## src/ffpa_pkg.sv

```systemverilog
`default_nettype none

package ffpa_pkg;

    // Field widths fixed by the request and response formats
    localparam int REQ_W  = 15;
    localparam int ADDR_W = 10;
    localparam int STAT_W = 2;
    // Dividend width: largest byte count plus largest rounding term
    localparam int NUM_W  = 16;
    // Width of a unit count compared against the largest pool
    localparam int UNITS_W = 17;

    localparam logic CMD_ALLOC = 1'b0;
    localparam logic CMD_FREE  = 1'b1;

    localparam logic [STAT_W-1:0] ST_OK    = 2'd0;
    localparam logic [STAT_W-1:0] ST_NOFIT = 2'd1;
    localparam logic [STAT_W-1:0] ST_BAD   = 2'd2;

    typedef enum logic [4:0] {
        OP_NONE,
        OP_START,
        OP_DIV,
        OP_FAIL,
        OP_RD_ROVER,
        OP_A_FIRST,
        OP_A_STEP,
        OP_A_EXACT,
        OP_A_SPLIT,
        OP_A_TAIL,
        OP_RD_BP,
        OP_F_EMPTY,
        OP_F_BPSZ,
        OP_F_STEP,
        OP_F_SOLE,
        OP_F_RDNX,
        OP_F_NOUP,
        OP_F_UPNX,
        OP_F_WRBP,
        OP_F_LOWER,
        OP_F_LINK,
        OP_LOAD_OUT
    } dp_op_t;

    typedef struct packed {
        dp_op_t              op;
        logic [STAT_W-1:0]   status;
    } dp_cmd_t;

    typedef struct packed {
        logic req_zero;
        logic req_big;
        logic free_bad;
        logic empty;
        logic fit;
        logic exact;
        logic p_is_rover;
        logic a_last;
        logic f_hit;
        logic f_found;
        logic f_upper;
        logic f_nx_is_p;
        logic f_last;
        logic f_lower;
    } dp_stat_t;

endpackage

`default_nettype wire

```

## src/ffpa_ctrl.sv

```systemverilog
`default_nettype none

module ffpa_ctrl import ffpa_pkg::*; (
    input  wire logic     clk,
    input  wire logic     rst_n,
    input  wire logic     req_valid,
    output logic          req_ready,
    input  wire logic     req_cmd,
    output logic          rsp_valid,
    input  wire logic     rsp_ready,
    input  wire dp_stat_t st,
    output dp_cmd_t       cmd
);

    typedef enum logic [3:0] {
        S_IDLE,
        S_A_DIV,
        S_A_CHK,
        S_A_ROV,
        S_A_WALK,
        S_A_TAIL,
        S_F_CHK,
        S_F_BP,
        S_F_WALK,
        S_F_UPNX,
        S_F_WRBP,
        S_F_FIN,
        S_DONE
    } state_t;

    state_t state_reg;
    state_t state_next;
    logic   rsp_valid_reg;

    // Sequence datapath operations
    always_comb
    begin
        state_next = state_reg;
        cmd.op     = OP_NONE;
        cmd.status = ST_OK;
        unique case (state_reg)
            S_IDLE:
            begin
                if (req_valid)
                begin
                    cmd.op     = OP_START;
                    state_next = (req_cmd == CMD_FREE) ? S_F_CHK : S_A_DIV;
                end
            end
            S_A_DIV:
            begin
                cmd.op     = OP_DIV;
                state_next = S_A_CHK;
            end
            S_A_CHK:
            begin
                if (st.req_zero || st.req_big)
                begin
                    cmd.op     = OP_FAIL;
                    cmd.status = ST_BAD;
                    state_next = S_DONE;
                end
                else if (st.empty)
                begin
                    cmd.op     = OP_FAIL;
                    cmd.status = ST_NOFIT;
                    state_next = S_DONE;
                end
                else
                begin
                    cmd.op     = OP_RD_ROVER;
                    state_next = S_A_ROV;
                end
            end
            S_A_ROV:
            begin
                cmd.op     = OP_A_FIRST;
                state_next = S_A_WALK;
            end
            S_A_WALK:
            begin
                if (st.fit)
                begin
                    cmd.op     = st.exact ? OP_A_EXACT : OP_A_SPLIT;
                    state_next = st.exact ? S_DONE : S_A_TAIL;
                end
                else if (st.p_is_rover || st.a_last)
                begin
                    cmd.op     = OP_FAIL;
                    cmd.status = ST_NOFIT;
                    state_next = S_DONE;
                end
                else
                begin
                    cmd.op = OP_A_STEP;
                end
            end
            S_A_TAIL:
            begin
                cmd.op     = OP_A_TAIL;
                state_next = S_DONE;
            end
            S_F_CHK:
            begin
                if (st.free_bad)
                begin
                    cmd.op     = OP_FAIL;
                    cmd.status = ST_BAD;
                    state_next = S_DONE;
                end
                else
                begin
                    cmd.op     = OP_RD_BP;
                    state_next = S_F_BP;
                end
            end
            S_F_BP:
            begin
                cmd.op     = st.empty ? OP_F_EMPTY : OP_F_BPSZ;
                state_next = st.empty ? S_DONE : S_F_WALK;
            end
            S_F_WALK:
            begin
                if (st.f_hit)
                begin
                    cmd.op     = OP_FAIL;
                    cmd.status = ST_BAD;
                    state_next = S_DONE;
                end
                else if (st.f_found)
                begin
                    if (st.f_upper && st.f_nx_is_p)
                    begin
                        cmd.op     = OP_F_SOLE;
                        state_next = S_DONE;
                    end
                    else if (st.f_upper)
                    begin
                        cmd.op     = OP_F_RDNX;
                        state_next = S_F_UPNX;
                    end
                    else
                    begin
                        cmd.op     = OP_F_NOUP;
                        state_next = S_F_WRBP;
                    end
                end
                else if (st.f_last)
                begin
                    cmd.op     = OP_FAIL;
                    cmd.status = ST_BAD;
                    state_next = S_DONE;
                end
                else
                begin
                    cmd.op = OP_F_STEP;
                end
            end
            S_F_UPNX:
            begin
                cmd.op     = OP_F_UPNX;
                state_next = S_F_WRBP;
            end
            S_F_WRBP:
            begin
                cmd.op     = OP_F_WRBP;
                state_next = S_F_FIN;
            end
            S_F_FIN:
            begin
                cmd.op     = st.f_lower ? OP_F_LOWER : OP_F_LINK;
                state_next = S_DONE;
            end
            S_DONE:
            begin
                if (!rsp_valid_reg || rsp_ready)
                begin
                    cmd.op     = OP_LOAD_OUT;
                    state_next = S_IDLE;
                end
            end
            default:
            begin
                state_next = S_IDLE;
            end
        endcase
    end

    // Hold state and response valid
    always_ff @(posedge clk or negedge rst_n)
    begin
        if (!rst_n)
        begin
            state_reg     <= S_IDLE;
            rsp_valid_reg <= 1'b0;
        end
        else
        begin
            state_reg <= state_next;
            if (cmd.op == OP_LOAD_OUT)
            begin
                rsp_valid_reg <= 1'b1;
            end
            else if (rsp_ready)
            begin
                rsp_valid_reg <= 1'b0;
            end
        end
    end

    assign req_ready = state_reg == S_IDLE;
    assign rsp_valid = rsp_valid_reg;

endmodule

`default_nettype wire

```

## config.mk

```make
export PLATFORM = sky130hd
export DESIGN_NAME = ffpa_ctrl
export DESIGN_NICKNAME = d
export VERILOG_FILES = /design/src/ffpa_pkg.sv /design/src/ffpa_ctrl.sv
export SDC_FILE = /design/constraint.sdc
export NUM_CORES = 1
export LEC_CHECK = 0
export ABC_CLOCK_PERIOD_IN_PS = 3000
export BUFFER_PORTS_ARGS = -buffer_cell sky130_fd_sc_hd__clkbuf_2
export CORE_MARGIN = 8
export CORE_UTILIZATION = 45
export DETAILED_ROUTE_END_ITERATION = 7
export GPL_TIMING_DRIVEN = 0
export PLACE_DENSITY = 0.73
export SYNTH_ARGS = -nofsm -noshare
export SYNTH_HDL_FRONTEND = slang
export SYNTH_SLANG_ARGS = --single-unit
```

## constraint.sdc

```tcl
create_clock -name clk -period 3 [get_ports clk]
set_input_delay 0.6 -clock clk [delete_from_list [all_inputs] [get_ports clk]]
set_output_delay 0.6 -clock clk [all_outputs]
set_load 0.05 [all_outputs]
```

==> results.md <==
* Post-synth cell types at 42
* Clk_skew at between 0.006 and 0.007 ns
* Fin crit period at 2.780 ns
* Leading cell type in the layout, fill and taps excluded: clkbuf_2
* Initial DRC count at 38
* Multi-input gate area at 624.3 sq um
* DP Wirelength at around 2.1 mm
* Post-synthesis compound-gate area fraction at between 30% and 40%
* DIE AREA at 3431 sq um
* Final antenna-violating net count at 0
* Cell Rows at 15
* # Post-CTS Setup Buffers at 0
* WP data arrival at 2.18 ns
* Initial antenna violation count at 0
* Share of cells above drive strength 1 at 30.00%
* Clk slew on worst S/H paths at 0.05 ns
* Slew @ Worst Pin at 0.6872 ns
* First-pass GRT wire length at 4.360 mm
* Crit end category: output port
* Clock Path Buffers at 2
* Gp weighted congestion at 0.9367
* Adder-Cell Fraction of Synth Area at 0%
* Initial Utilization at a little under half
* Max_slew headroom at between 50% and 60%
* N_diodes at 0
* Main synth FF type: dfrtp_1
* Sink Count at 5
* Tcrit/Tclk final at 92.67%
* Max-Cap Viols at 0
* Die height at 58.58 um
* Clock network latency to the later pin of the worst-skew pair at roughly 0.24 ns
* Final core occ at 59.05%
* Drt via density at 5.914
* H-tree Lvls at 1
* Post-synth EDFFs at 0
* Post-synth ARST share at 100.0%
* Max reg flops at 4
* Syn_nets at 138
* Area Growth Syn to Fin at 23.62%
* Synth Area in Simple Gates at 38.19%
* Core ar. at 1708 sq um
* Average wire per standard cell at 14.66 um
* CP required at around 2.4 ns
* All-layer global routing usage at 15.94%
* I/O pins at 28
* Port Buffers at 27
* Post-route setup TNS at 0 ns
* TritonCTS clock tree: done
* Unrepaired setup endpoints after global routing: false
* Cells after synthesis at 119
* Number of global-route vias before repair at 988
* Largest family of logic cells by synthesized area: simple AND/OR/NAND/NOR gates
* Hold_buf cts at 0
* Crit path kind: reg -> out
* Root buffer cell: clkbuf_4
* P_leak at between 0.4 and 0.5 nW
* Yosys reg bits at 5
* Crit path launch type: flip-flop
* Register area at 125.1 sq um
* Post-synthesis mux area share at 3.988%
* Endpoints failing setup at 0
* Synth Area in XOR/XNOR at 1.074%
* Commonest cells after routing, fill and taps aside: clkbuf_2, nor2_1, o21ai_0
* Synth Cell Area at about 820 sq um
* Die width at 58.58 um
* Final-report hold violation count at 0
* Total number of vias at 1035
* Largest net degree at the start of global routing at 11
* GRT Residual Overflow at 0
* Max VDD drop at ~0.57 mV
* TritonCTS Buffers at 3
* Avg Inst Size Synth at around 6.9 sq um
* Status: completed
* Layout Nets at 170
* Pwr dens at about 1200 nW/um^2
* Fill count at between 150 and 200
* Initial DRT Pass Iterations at 4
* Register area share after synthesis at 15.34%
* Fmax at roughly 0.36 GHz
* Routed wire length at 2.566 mm
* DRC viols at 0
* Maximum net fanout on the critical path at 9
* Synthesis Warnings at 0
* Worst Hold Class: in -> async
* Slew Limit Fails at 0
* Resize count post-CTS at 0
==> through the flow <==
| step | hold slack (ns) | total power, mW | instances | instance area (sq um) | setup WS [ns] |
|---|---|---|---|---|---|
| 2_1_floorplan | 0.3044 | 0.9034 | 119 | 815.8 | 0.2515 |
| 3_3_place_gp | 0.4187 | 1.102 | 171 | 982.2 | 0.4413 |
| 3_5_place_dp | 0.4189 | 1.116 | 171 | 982.2 | 0.4406 |
| 4_1_cts | 0.1551 | 1.198 | 175 | 1008 | 0.2945 |
| 5_1_grt | 0.1491 | 1.293 | 175 | 1008 | 0.1471 |
| 6_report | 0.1592 | 1.200 | 175 | 1008 | 0.2198 |
==> path summary, 6_finish.rpt <==
kind / from / end / slack, ns / depth (start not counted)
setup reg to reg: state_reg[0] / state_reg[2] / 1.18 / 7
min in group clk: rsp_valid / rsp_valid / 0.55 / 2
setup / recovery: state_reg[0] / cmd[2] / 0.22 / 6
hold reg to reg: rsp_valid / rsp_valid / 0.55 / 2
max in group asynchronous: rst_n / state_reg[2] / 2.70 / 1
hold / removal: rst_n / state_reg[0] / 0.16 / 1
==> Yosys cell counts, types with 2 or more instances <==
cell type | number | area, sq um
nor2_1 | 14 | 52.55
o21ai_0 | 11 | 55.05
nand2_1 | 9 | 33.78
a21oi_1 | 8 | 40.04
nand2b_1 | 8 | 50.05
nor3_1 | 7 | 35.03
buf_2 | 5 | 25.02
dfrtp_1 | 5 | 125.1
nand3_1 | 5 | 25.02
nor2b_1 | 5 | 31.28
a21o_1 | 4 | 30.03
inv_1 | 3 | 11.26
a31oi_1 | 2 | 12.51
buf_6 | 2 | 22.52
clkbuf_1 | 2 | 7.510
mux2_2 | 2 | 22.52
or3_1 | 2 | 12.51
==> layout make-up <==
class                   instances  area share [%]
inverters                       3           1.117
plain buffers                   9           5.459
multi-input cells             102           61.91
repair buffers                 27           13.40
flip-flops and latches          5           12.41
well taps                      25           3.102
clock buffers                   4           2.605
==> per-layer routing <==
layer  vias up  part of all wire [%]  GRT usage, %
met1       482                    44         19.85
li1        501                     -             -
met2        50                    45         26.46
met4         0                  0.55         2.389
met5         -                     0             0
met3         2                   9.8         5.217
==> worst max-delay path, stage by stage (launching register included) <==
cell and delay (ns):
dfrtp_1 0.36, buf_6 0.13, or2_1 0.22, buf_2 0.17, a2111oi_0 0.56, or4_1 0.22, clkbuf_2 0.27
==> power breakdown <==
group | total (mW) | leakage, nW | switching [mW] | internal [mW]
combinational | 0.994 | 0.377 | 0.679 | 0.315
sequential | 0.128 | 0.0624 | 0.0270 | 0.101
clock | 0.0778 | 0.0150 | 0.0275 | 0.0503
total | 1.20 | 0.455 | 0.734 | 0.467
==> kinds of logic after synthesis <==
kind of cell,count (synthesis)
simple gates,58
xor+xnor,1
compound gates,40
flops,5
mux,3
buf+inv,12
Power figures use the tool's default switching activity.
